$ cat src/rtl/core/modbus_write_register_framer_unit_macros.svh
// Assertion macros shared by the Modbus write-register framer RTL.
`ifndef MODBUS_WRITE_REGISTER_FRAMER_UNIT_MACROS_SVH
`define MODBUS_WRITE_REGISTER_FRAMER_UNIT_MACROS_SVH

// Condition must hold at every edge outside reset.
`define MWRF_ASSERT_ALWAYS(label, clk, rst_n, cond, msg) \
    label: assert property (@(posedge clk) disable iff (!rst_n) (cond)) \
        else $error(msg);

// Same-cycle implication.
`define MWRF_ASSERT_IMP(label, clk, rst_n, ante, cons, msg) \
    label: assert property (@(posedge clk) disable iff (!rst_n) (ante) |-> (cons)) \
        else $error(msg);

// Next-cycle implication.
`define MWRF_ASSERT_NXT(label, clk, rst_n, ante, cons, msg) \
    label: assert property (@(posedge clk) disable iff (!rst_n) (ante) |=> (cons)) \
        else $error(msg);

`endif

$ cat src/rtl/core/mwrf_pkg.sv
// Types, constants and the CRC-16/Modbus byte step for the write-register framer.
`timescale 1ns / 1ps
package mwrf_pkg;

    localparam logic [7:0]  FUNC_WRITE_SINGLE = 8'h06;
    localparam logic [7:0]  REG_ADDR_HI       = 8'h00;
    localparam logic [15:0] CRC_INIT          = 16'hFFFF;
    localparam logic [15:0] CRC_POLY          = 16'hA001;

    // Configuration reset values
    localparam logic [7:0]  VOLTAGE_STATION_RST = 8'd1;
    localparam logic [7:0]  CURRENT_STATION_RST = 8'd2;
    localparam logic [7:0]  REGISTER_BASE_RST   = 8'd21;

    localparam int unsigned CFG_IDX_W = 2;

    typedef enum logic [CFG_IDX_W-1:0] {
        CFG_VOLTAGE_STATION = 2'd0,
        CFG_CURRENT_STATION = 2'd1,
        CFG_REGISTER_BASE   = 2'd2
    } t_cfg_idx;

    // Position of the byte being sent within the 8-byte frame
    typedef enum logic [2:0] {
        POS_STATION = 3'd0,
        POS_FUNC    = 3'd1,
        POS_ADDR_HI = 3'd2,
        POS_ADDR_LO = 3'd3,
        POS_VAL_HI  = 3'd4,
        POS_VAL_LO  = 3'd5,
        POS_CRC_LO  = 3'd6,
        POS_CRC_HI  = 3'd7
    } t_frame_pos;

    // Classified request: everything the serializer needs
    typedef struct packed {
        logic [7:0]  station;
        logic [7:0]  reg_addr;
        logic [15:0] value;
    } t_frame_hdr;

    // Queue write side
    typedef struct packed {
        logic       valid;
        t_frame_hdr hdr;
    } t_q_push;

    // One byte into the reflected CRC, eight shift steps
    function automatic logic [15:0] crc_add_byte(input logic [15:0] crc, input logic [7:0] b);
        logic [15:0] c;
        c = crc ^ {8'h00, b};
        for (int k = 0; k < 8; k++) begin
            c = c[0] ? ((c >> 1) ^ CRC_POLY) : (c >> 1);
        end
        return c;
    endfunction

endpackage

$ cat src/rtl/core/mwrf_ifs.sv
// Valid/ready channel interfaces: request, configuration write and frame byte.
`timescale 1ns / 1ps
interface mwrf_req_if;
    logic        valid;
    logic        ready;
    logic        command;
    logic [7:0]  channel;
    logic [15:0] value_thousandths;
    modport source (output valid, command, channel, value_thousandths, input ready);
    modport sink   (input valid, command, channel, value_thousandths, output ready);
endinterface

interface mwrf_cfg_if;
    logic       valid;
    logic       ready;
    logic [1:0] index;
    logic [7:0] data;
    modport source (output valid, index, data, input ready);
    modport sink   (input valid, index, data, output ready);
endinterface

interface mwrf_byte_if;
    logic       valid;
    logic       ready;
    logic [7:0] frame_byte;
    logic       last_byte;
    modport source (output valid, frame_byte, last_byte, input ready);
    modport sink   (input valid, frame_byte, last_byte, output ready);
endinterface

$ cat src/rtl/core/mwrf_front.sv
// Front end: configuration registers, request intake and header classification.
`timescale 1ns / 1ps
module mwrf_front (
    input  logic           i_clk,
    input  logic           i_rst_n,
    mwrf_req_if.sink       i_req,
    mwrf_cfg_if.sink       i_cfg,
    input  logic           i_q_full,
    output mwrf_pkg::t_q_push o_push
);
    import mwrf_pkg::*;

    logic [7:0] r_voltage_station;
    logic [7:0] r_current_station;
    logic [7:0] r_register_base;

    // Config writes always taken
    assign i_cfg.ready = 1'b1;

    always_ff @(posedge i_clk) begin
        if (!i_rst_n) begin
            r_voltage_station <= VOLTAGE_STATION_RST;
            r_current_station <= CURRENT_STATION_RST;
            r_register_base   <= REGISTER_BASE_RST;
        end else if (i_cfg.valid) begin
            unique case (t_cfg_idx'(i_cfg.index))
                CFG_VOLTAGE_STATION: r_voltage_station <= i_cfg.data;
                CFG_CURRENT_STATION: r_current_station <= i_cfg.data;
                CFG_REGISTER_BASE:   r_register_base   <= i_cfg.data;
                default: ;  // unused index, write dropped
            endcase
        end
    end

    // Request goes straight into the queue when there is room
    assign i_req.ready = !i_q_full;

    always_comb begin
        o_push.valid        = i_req.valid && !i_q_full;
        o_push.hdr.station  = i_req.command ? r_current_station : r_voltage_station;
        o_push.hdr.reg_addr = r_register_base + i_req.channel;   // wraps mod 256
        o_push.hdr.value    = i_req.value_thousandths;
    end

endmodule

$ cat src/rtl/core/mwrf_queue.sv
// Small FIFO of classified frame headers between front and back end.
`timescale 1ns / 1ps
`include "modbus_write_register_framer_unit_macros.svh"
module mwrf_queue #(
    parameter int unsigned DEPTH = 2
) (
    input  logic                 i_clk,
    input  logic                 i_rst_n,
    input  mwrf_pkg::t_q_push    i_push,
    output logic                 o_full,
    output logic                 o_valid,
    output mwrf_pkg::t_frame_hdr o_hdr,
    input  logic                 i_pop
);
    import mwrf_pkg::*;

    localparam int unsigned PTR_W = (DEPTH > 1) ? $clog2(DEPTH) : 1;
    localparam int unsigned CNT_W = $clog2(DEPTH + 1);
    localparam logic [PTR_W-1:0] PTR_LAST = PTR_W'(DEPTH - 1);
    localparam logic [CNT_W-1:0] CNT_FULL = CNT_W'(DEPTH);

    t_frame_hdr       r_mem [DEPTH];
    logic [PTR_W-1:0] r_wr_ptr, n_wr_ptr;
    logic [PTR_W-1:0] r_rd_ptr, n_rd_ptr;
    logic [CNT_W-1:0] r_count,  n_count;
    logic             push, pop;

    assign o_full  = (r_count == CNT_FULL);
    assign o_valid = (r_count != '0);
    assign o_hdr   = r_mem[r_rd_ptr];

    assign push = i_push.valid && !o_full;
    assign pop  = i_pop && o_valid;

    // Pointer and count update
    always_comb begin
        n_wr_ptr = r_wr_ptr;
        n_rd_ptr = r_rd_ptr;
        n_count  = r_count;
        if (push) n_wr_ptr = (r_wr_ptr == PTR_LAST) ? '0 : r_wr_ptr + 1'b1;
        if (pop)  n_rd_ptr = (r_rd_ptr == PTR_LAST) ? '0 : r_rd_ptr + 1'b1;
        if (push && !pop)      n_count = r_count + 1'b1;
        else if (pop && !push) n_count = r_count - 1'b1;
    end

    always_ff @(posedge i_clk) begin
        if (!i_rst_n) begin
            r_wr_ptr <= '0;
            r_rd_ptr <= '0;
            r_count  <= '0;
        end else begin
            r_wr_ptr <= n_wr_ptr;
            r_rd_ptr <= n_rd_ptr;
            r_count  <= n_count;
        end
    end

    // Entry storage, no reset needed
    always_ff @(posedge i_clk) begin
        if (push) r_mem[r_wr_ptr] <= i_push.hdr;
    end

    `MWRF_ASSERT_ALWAYS(a_count_bound, i_clk, i_rst_n, r_count <= CNT_FULL, "queue count over depth")
    `MWRF_ASSERT_IMP(a_no_push_full, i_clk, i_rst_n, i_push.valid, !o_full, "front pushed into full queue")

endmodule

$ cat src/rtl/core/mwrf_back.sv
// Back end: walks the frame byte by byte, folds the CRC in and drives the output register.
`timescale 1ns / 1ps
`include "modbus_write_register_framer_unit_macros.svh"
module mwrf_back (
    input  logic                 i_clk,
    input  logic                 i_rst_n,
    input  logic                 i_q_valid,
    input  mwrf_pkg::t_frame_hdr i_q_hdr,
    output logic                 o_q_pop,
    mwrf_byte_if.source          o_out
);
    import mwrf_pkg::*;

    t_frame_pos  r_pos, n_pos;
    logic [15:0] r_crc, n_crc;
    logic        r_out_valid;
    logic [7:0]  r_byte;
    logic        r_last;
    logic        load;
    logic [7:0]  byte_sel;
    logic        feed_crc;

    // Take the next byte when the output register is free or drains this cycle
    assign load    = i_q_valid && (!r_out_valid || o_out.ready);
    assign o_q_pop = load && (r_pos == POS_CRC_HI);

    // Next position
    always_comb begin
        n_pos = r_pos;
        if (load) begin
            unique case (r_pos)
                POS_STATION: n_pos = POS_FUNC;
                POS_FUNC:    n_pos = POS_ADDR_HI;
                POS_ADDR_HI: n_pos = POS_ADDR_LO;
                POS_ADDR_LO: n_pos = POS_VAL_HI;
                POS_VAL_HI:  n_pos = POS_VAL_LO;
                POS_VAL_LO:  n_pos = POS_CRC_LO;
                POS_CRC_LO:  n_pos = POS_CRC_HI;
                POS_CRC_HI:  n_pos = POS_STATION;
            endcase
        end
    end

    // Byte for the current position; header bytes also feed the CRC
    always_comb begin
        feed_crc = 1'b1;
        unique case (r_pos)
            POS_STATION: byte_sel = i_q_hdr.station;
            POS_FUNC:    byte_sel = FUNC_WRITE_SINGLE;
            POS_ADDR_HI: byte_sel = REG_ADDR_HI;
            POS_ADDR_LO: byte_sel = i_q_hdr.reg_addr;
            POS_VAL_HI:  byte_sel = i_q_hdr.value[15:8];
            POS_VAL_LO:  byte_sel = i_q_hdr.value[7:0];
            POS_CRC_LO: begin
                byte_sel = r_crc[7:0];
                feed_crc = 1'b0;
            end
            POS_CRC_HI: begin
                byte_sel = r_crc[15:8];
                feed_crc = 1'b0;
            end
        endcase
    end

    // CRC accumulates one header byte per load, rearms after the last byte
    always_comb begin
        n_crc = r_crc;
        if (load) begin
            if (r_pos == POS_CRC_HI) n_crc = CRC_INIT;
            else if (feed_crc)       n_crc = crc_add_byte(r_crc, byte_sel);
        end
    end

    always_ff @(posedge i_clk) begin
        if (!i_rst_n) begin
            r_pos       <= POS_STATION;
            r_crc       <= CRC_INIT;
            r_out_valid <= 1'b0;
        end else begin
            r_pos <= n_pos;
            r_crc <= n_crc;
            if (load)              r_out_valid <= 1'b1;
            else if (o_out.ready)  r_out_valid <= 1'b0;
        end
    end

    // Output payload
    always_ff @(posedge i_clk) begin
        if (load) begin
            r_byte <= byte_sel;
            r_last <= (r_pos == POS_CRC_HI);
        end
    end

    assign o_out.valid      = r_out_valid;
    assign o_out.frame_byte = r_byte;
    assign o_out.last_byte  = r_last;

    `MWRF_ASSERT_IMP(a_mid_frame_entry, i_clk, i_rst_n, r_pos != POS_STATION, i_q_valid, "queue entry lost mid-frame")
    `MWRF_ASSERT_NXT(a_crc_rearm, i_clk, i_rst_n, o_q_pop, r_crc == CRC_INIT, "CRC not rearmed after frame")
    `MWRF_ASSERT_IMP(a_last_at_wrap, i_clk, i_rst_n, r_out_valid && r_last, r_pos == POS_STATION, "last byte flagged off frame end")

endmodule

$ cat src/rtl/core/modbus_write_register_framer_unit.sv
// Each accepted set-output request yields one 8-byte Modbus RTU write-single-register
// frame (station, 0x06, 0x00, register, value high, value low, CRC low, CRC high) as
// eight transfers on the byte channel, the CRC high byte flagged last. The back end sends
// one frame byte per cycle while a request is queued and the output is not held by
// back-pressure, and folds each header byte into the CRC as it loads it. The first byte is
// presented once the request has passed the queue and the output register; up to QUEUE_DEPTH
// classified requests wait between front and back end, so requests are taken while a frame
// is still going out. Station addresses and register base are picked up at request transfer time.
`timescale 1ns / 1ps
module modbus_write_register_framer_unit #(
    parameter int unsigned QUEUE_DEPTH = 2
) (
    input  logic         i_clk,
    input  logic         i_rst_n,
    mwrf_req_if.sink     i_req,
    mwrf_cfg_if.sink     i_cfg,
    mwrf_byte_if.source  o_frame
);
    import mwrf_pkg::*;

    t_q_push    push;
    logic       q_full;
    logic       q_valid;
    t_frame_hdr q_hdr;
    logic       q_pop;

    mwrf_front u_front (
        .i_clk    (i_clk),
        .i_rst_n  (i_rst_n),
        .i_req    (i_req),
        .i_cfg    (i_cfg),
        .i_q_full (q_full),
        .o_push   (push)
    );

    mwrf_queue #(
        .DEPTH (QUEUE_DEPTH)
    ) u_queue (
        .i_clk   (i_clk),
        .i_rst_n (i_rst_n),
        .i_push  (push),
        .o_full  (q_full),
        .o_valid (q_valid),
        .o_hdr   (q_hdr),
        .i_pop   (q_pop)
    );

    mwrf_back u_back (
        .i_clk     (i_clk),
        .i_rst_n   (i_rst_n),
        .i_q_valid (q_valid),
        .i_q_hdr   (q_hdr),
        .o_q_pop   (q_pop),
        .o_out     (o_frame)
    );

endmodule

$ cat src/flat_wrapper.sv
// flat-port wrapper written by rule: the top's interface ports become plain ports
module modbus_write_register_framer_unit_flat import mwrf_pkg::*;
#(
    parameter int unsigned QUEUE_DEPTH = 2
)
  (i_clk, i_rst_n, i_req_valid, i_req_command, i_req_channel, i_req_value_thousandths, i_req_ready, i_cfg_valid, i_cfg_index, i_cfg_data, i_cfg_ready, o_frame_valid, o_frame_frame_byte, o_frame_last_byte, o_frame_ready);
  mwrf_req_if i_req_i ();
  mwrf_cfg_if i_cfg_i ();
  mwrf_byte_if o_frame_i ();
  input  logic i_clk;
  input  logic i_rst_n;
  input wire logic [$bits(i_req_i.valid)-1:0] i_req_valid;
  input wire logic [$bits(i_req_i.command)-1:0] i_req_command;
  input wire logic [$bits(i_req_i.channel)-1:0] i_req_channel;
  input wire logic [$bits(i_req_i.value_thousandths)-1:0] i_req_value_thousandths;
  output wire logic [$bits(i_req_i.ready)-1:0] i_req_ready;
  input wire logic [$bits(i_cfg_i.valid)-1:0] i_cfg_valid;
  input wire logic [$bits(i_cfg_i.index)-1:0] i_cfg_index;
  input wire logic [$bits(i_cfg_i.data)-1:0] i_cfg_data;
  output wire logic [$bits(i_cfg_i.ready)-1:0] i_cfg_ready;
  output wire logic [$bits(o_frame_i.valid)-1:0] o_frame_valid;
  output wire logic [$bits(o_frame_i.frame_byte)-1:0] o_frame_frame_byte;
  output wire logic [$bits(o_frame_i.last_byte)-1:0] o_frame_last_byte;
  input wire logic [$bits(o_frame_i.ready)-1:0] o_frame_ready;
  assign i_req_i.valid = i_req_valid;
  assign i_req_i.command = i_req_command;
  assign i_req_i.channel = i_req_channel;
  assign i_req_i.value_thousandths = i_req_value_thousandths;
  assign i_req_ready = i_req_i.ready;
  assign i_cfg_i.valid = i_cfg_valid;
  assign i_cfg_i.index = i_cfg_index;
  assign i_cfg_i.data = i_cfg_data;
  assign i_cfg_ready = i_cfg_i.ready;
  assign o_frame_valid = o_frame_i.valid;
  assign o_frame_frame_byte = o_frame_i.frame_byte;
  assign o_frame_last_byte = o_frame_i.last_byte;
  assign o_frame_i.ready = o_frame_ready;
  modbus_write_register_framer_unit #(.QUEUE_DEPTH(QUEUE_DEPTH)) u_core (.i_clk(i_clk), .i_rst_n(i_rst_n), .i_req(i_req_i), .i_cfg(i_cfg_i), .o_frame(o_frame_i));
endmodule
$ cat config.mk
export PLATFORM = sky130hd
export DESIGN_NAME = modbus_write_register_framer_unit_flat
export DESIGN_NICKNAME = d
export VERILOG_FILES = /design/src/rtl/core/mwrf_pkg.sv /design/src/rtl/core/mwrf_ifs.sv /design/src/rtl/core/mwrf_front.sv /design/src/rtl/core/mwrf_queue.sv /design/src/rtl/core/mwrf_back.sv /design/src/rtl/core/modbus_write_register_framer_unit.sv /design/src/flat_wrapper.sv
export VERILOG_INCLUDE_DIRS = /design/src /design/src/rtl/core
export SDC_FILE = /design/constraint.sdc
export NUM_CORES = 1
export LEC_CHECK = 0
export BUFFER_PORTS_ARGS = -buffer_cell sky130_fd_sc_hd__buf_2
export CAP_MARGIN = 20
export CORE_MARGIN = 4
export CORE_UTILIZATION = 50
export CTS_CLUSTER_SIZE = 14
export DETAILED_ROUTE_END_ITERATION = 8
export GPL_TIMING_DRIVEN = 0
export MAX_ROUTING_LAYER = met4
export PLACE_DENSITY = 0.69
export SKIP_LAST_GASP = 1
export SYNTH_ARGS = -nofsm -noshare
export SYNTH_HDL_FRONTEND = slang
export SYNTH_HIERARCHICAL = 1
export SYNTH_SLANG_ARGS = --single-unit
$ cat constraint.sdc
create_clock -name i_clk -period 2.75 [get_ports i_clk]
set_input_delay 0.1375 -clock i_clk [delete_from_list [all_inputs] [get_ports i_clk]]
set_output_delay 0.1375 -clock i_clk [all_outputs]
set_load 0.01 [all_outputs]
==> impl.org <==
** Setup path
- Among cell families on the critical path, the largest total delay comes from compound AO/OA/AOI/OAI gates.
- Worst endpoint required time :: 3.08 ns
- For this run, the slowest stage of the critical path takes 0.43 ns.
- CP max-delay cell :: sky130_fd_sc_hd__xnor3_2
- Setup slack on the worst reg-to-reg path comes out at -0.13 ns.
- Crit path capture type :: flop
- The critical path contains buffers and inverters numbering 2 combined.
- Walking the worst path, the cells encountered are buf_8 > clkbuf_16 > mux2_4 > a221o_1 > o21a_1 > o22ai_4 > xnor3_2 > xnor2_4 > mux2i_1 > a21oi_1 > a311oi_1.
- The worst setup path is launched from a flop.
- Arrival time of the worst setup path :: 3.21 ns
- Kind of critical path :: flop to flop
- Critical Path Fanout Max :: 6

** Power
- IR analysis of the VDD net gives a maximum drop of 0.0008614 V.
- Clock share of power :: 26.1%
- Combinational cell fraction of total power :: 44.2%
- The internal power of the cells totals 5.898 mW.
- Per report_power, the sequential group accounts for 29.7% of the total.
- In this run the static leakage power is 3.000 nW.
- Net Sw Frac :: 32.27%
- Dividing total power by cell area gives a power density of 1143 nW/um^2.
- Summed over all nets, the switching power comes to 2.810 mW.

** Placement
- Placed wire-length estimate :: 9015 microns
- Worst-case setup slack after placement :: -0.3707 ns
- During placement, the flow inserted port buffers numbering 33.
- Routability-driven placement finished with a final weighted congestion of 0.8250.

** CTS
- Buffers inserted during clock tree synthesis total 17.
- Cell at the root of the clock tree :: sky130_fd_sc_hd__clkbuf_16
- In this run the number of H-tree levels came out at 4.
- Counting every sink on the clock net gives 122.
- Clock tree buffer depth :: 2
- CTS tree :: built
- Clock insertion delay at the later pin of the skew report :: 0.42 ns
- Clock-pin slew was measured on the worst setup and hold paths at 0.05 ns.

** STA
- Static timing analysis puts the maximum clock frequency at 346.9 MHz.
- Fin crit period :: 2.883 ns
- Number of pins exceeding their max-slew limit in the final report :: 0
- Setup violations remaining at the end of the flow were counted as 1.
- Least setup slack across all paths after layout :: -0.1329 ns
- Worst Max-Slew Pin Slew :: 0.7923 ns
- Final Hold Violating Endpoints :: 0
- On the final layout, the worst hold slack is 0.03115 ns.
- Worst clock skew :: 0.009285 ns
- Slew margin rel. :: 47.18%
- The worst path uses 104.8% of the clock period.
- Setup repair after global routing missed its margin :: yes

** Synthesis
- Share of flip-flops with an asynchronous set or reset after synthesis :: 0%
- For this run, the number of Yosys warnings is 6.
- The cell count after synthesis came out at 488.
- Syn_nets :: 541
- After synthesis, the netlist uses 67 different library cells.
- Register bit total from synthesis :: 122
- For this run, the leading register cell type out of synthesis is sky130_fd_sc_hd__edfxtp_1.
- Area leader, netlist :: sky130_fd_sc_hd__edfxtp_1
- The synthesized design devotes to its leading area cell type 36.53% of total area.
- Number of enable flip-flop cells after synthesis :: 73
- Cell types occupying the most area after synthesis :: sky130_fd_sc_hd__edfxtp_1 (37%), sky130_fd_sc_hd__dfxtp_1 (16%), sky130_fd_sc_hd__mux2_2 (6.6%)
- In this run the cell area of the synthesized design comes to 6001 sq um.
- For this run, the register share of the synthesized area comes to 52.88%.
- After synthesis, the mean cell area works out to 12.30 sq um.

** Cells and area
- The filler cells instantiated in the layout total 867.
- Relative to the synthesized area, the layout overhead comes to 27.00%.
- Summing all multi-input logic gate instances after layout gives 2673 sq um.
- The post-route netlist has 32.45% of its cells at a drive strength greater than 1.
- Antenna diode count :: 0
- Registers take 3177 sq um.
- For this run, the post-layout net count is 641.

** Floorplanning
- Row generation in the floorplan step produced 39 rows.
- Die boundary width :: 117.6 microns
- The die covers 13820 sq um.
- The initial utilization of the core area, before any placement, comes to 51.89%.
- The die is 117.6 microns tall.
- Boundary Pins :: 52
- Area of the core region :: 11560 sq um

** Min path
- The min-delay analysis places its worst path in the category input port to flop.

** Outcome
- Violations in the final reports :: negative setup slack
- The run finished, with violations left.

** Drt
- DRC errors left :: 0
- ANT nets after route :: 0
- The routed layout has 4100 vias.
- The first routing iteration left 250 violations.
- Drt wl/cell :: 17.54 microns
- Drt first pass iters :: 4
- After detailed routing, the number of vias per cell comes to 5.511.
- The routed design has 13050 microns of wire.

** Global routing
- Global routing consumed, over all layers together, 19.86% of the routing resources.
- First-pass GRT wire length :: 21060 microns
- Residual overflow from global routing :: 0
- Number of global-route vias before repair :: 4141
- The initial antenna violation count is 0.
- Maximum number of pins on one net before global-route repair :: 33

** Flow run
- Across the run, the number of max-cap violations was 0.
per-layer routing:
| layer | track usage, % | share of wire, % |
|---|---|---|
| met2 | 32.12 | 51 |
| met5 | - | 0 |
| met1 | 23.70 | 41 |
| met3 | 4.950 | 5.3 |
| met4 | 8.718 | 2.7 |
path summary, 6_finish.rpt:
check / to / from / cells after the start
worst max-delay path: u_core/u_back/r_crc[0] / flop / 11
worst min-delay path: u_core/u_front/r_current_station[6] / i_cfg_data[6] / 3
worst max register to register: u_core/u_back/r_crc[0] / flop / 11
worst min register to register: u_core/u_front/r_current_station[1] / u_core/u_front/r_current_station[1] / 2
cell families (layout without fill, tap and decap cells):
group	Yosys count	count (layout)	synth area share, %
flops	122	122	52.88
simple gates	119	119	11.34
compound gates	80	80	9.654
mux	67	67	12.03
buf+inv	58	171	5.358
xor+xnor	28	28	5.838
fa+ha+maj	13	13	2.836
other cells	1	1	0.06249
stage by stage:
step                total power, mW  util (%)  cells  instance area (sq um)   TNS (ns)
floorplan                     5.058         -    488                   6055  -0.006192
global placement              5.592     55.33    664                   6399     -18.54
CTS                           8.511     64.59    737                   7470   -0.09240
detailed placement            5.734     55.65    666                   6436    -0.6636
finish                        8.707     65.90    744                   7621    -0.1329
global route                  9.171     65.90    744                   7621    -0.4580
Yosys cell counts (5+ instances only):
cell                       count
sky130_fd_sc_hd__o21ai_0      10
sky130_fd_sc_hd__nor2_1       14
sky130_fd_sc_hd__dfxtp_1      49
sky130_fd_sc_hd__mux2_2       35
sky130_fd_sc_hd__ha_1         12
sky130_fd_sc_hd__edfxtp_1     73
sky130_fd_sc_hd__buf_2        11
sky130_fd_sc_hd__buf_4        20
sky130_fd_sc_hd__o211ai_1      5
sky130_fd_sc_hd__xor2_1        8
sky130_fd_sc_hd__and3_1        6
sky130_fd_sc_hd__and2_1        8
sky130_fd_sc_hd__a21oi_1      12
sky130_fd_sc_hd__inv_1        16
sky130_fd_sc_hd__mux2_1        6
sky130_fd_sc_hd__mux2i_1      26
sky130_fd_sc_hd__xnor2_1      13
sky130_fd_sc_hd__nand2_1      28
sky130_fd_sc_hd__clkbuf_1      8
sky130_fd_sc_hd__a22oi_1       6
sky130_fd_sc_hd__nor2b_1      24
sky130_fd_sc_hd__nor3_1        9
sky130_fd_sc_hd__o22ai_1       9
placed cells by master, fill, tap and decap left out, drive strengths merged, types with 4 or more instances in the layout:
cell type	n
bufinv	4
a21boi	4
o211ai	5
o21a	4
o21ai	13
nand2b	4
inv	17
dlygate4sd3	20
mux2	41
nand2	28
edfxtp	73
a31oi	4
ha	12
xor2	11
clkbuf	29
o22ai	9
clkinv	7
nor2	14
dfxtp	49
and3	6
nor3b	4
mux2i	26
nand4	5
nor2b	25
a21oi	12
nor3	11
buf	94
xnor2	16
a22oi	6
and2	8
sequential cells by signal, summed over array words and instances (netlist names), named ones only:
signal and flops:
u_core/u_queue/r_rd_ptr 1, u_core/u_front/r_register_base 8, u_core/u_back/r_pos 3, u_core/u_back/r_crc 16, u_core/u_front/r_current_station 8, u_core/u_back/o_out.valid 1, u_core/u_front/r_voltage_station 8, u_core/u_queue/r_mem 64
u_core/u_queue/r_wr_ptr 1, u_core/u_back/o_out.frame_byte 8, u_core/u_queue/r_count 2, u_core/u_back/o_out.last_byte 1
area by class of cell:
| type | instances | area share (%) |
|---|---|---|
| sequential | 122 | 41.68 |
| buffer | 40 | 4.039 |
| tap | 143 | 2.348 |
| multi-input combinational | 308 | 35.07 |
| clock buffer | 21 | 5.910 |
| timing repair buffer | 82 | 8.127 |
| clock inverter | 11 | 1.987 |
| inverter | 17 | 0.8373 |
worst register-to-register path: stages (launching register included):
cell and delay (ns):
sky130_fd_sc_hd__dfxtp_2 0.32, sky130_fd_sc_hd__buf_8 0.14, sky130_fd_sc_hd__clkbuf_16 0.16, sky130_fd_sc_hd__mux2_4 0.30, sky130_fd_sc_hd__a221o_1 0.36, sky130_fd_sc_hd__o21a_1 0.21, sky130_fd_sc_hd__o22ai_4 0.14, sky130_fd_sc_hd__xnor3_2 0.43
sky130_fd_sc_hd__xnor2_4 0.23, sky130_fd_sc_hd__mux2i_1 0.22, sky130_fd_sc_hd__a21oi_1 0.08, sky130_fd_sc_hd__a311oi_1 0.19
repair_timing:
| action | 4_1_cts | 5_1_grt |
|---|---|---|
| gates cloned | 0 | 1 |
| endpoints found under the setup margin | 3 | 5 |
| pin swaps | 14 | 9 |
| endpoints found under the hold margin | 37 | 0 |
| hold buffers | 20 | 0 |
| gates resized for setup | 18 | 18 |
| buffers inserted | 19 | 7 |
power by group through the flow:
stage	Combinational [mW]	Clock (mW)	Sequential [mW]
finish	3.85	2.27	2.58
floorplan	2.45	0	2.61
global placement	2.99	0	2.60
CTS	3.64	2.30	2.58
global route	4.16	2.39	2.62
detailed placement	3.13	0	2.60
Note: power is estimated with default switching activity, not from simulation.
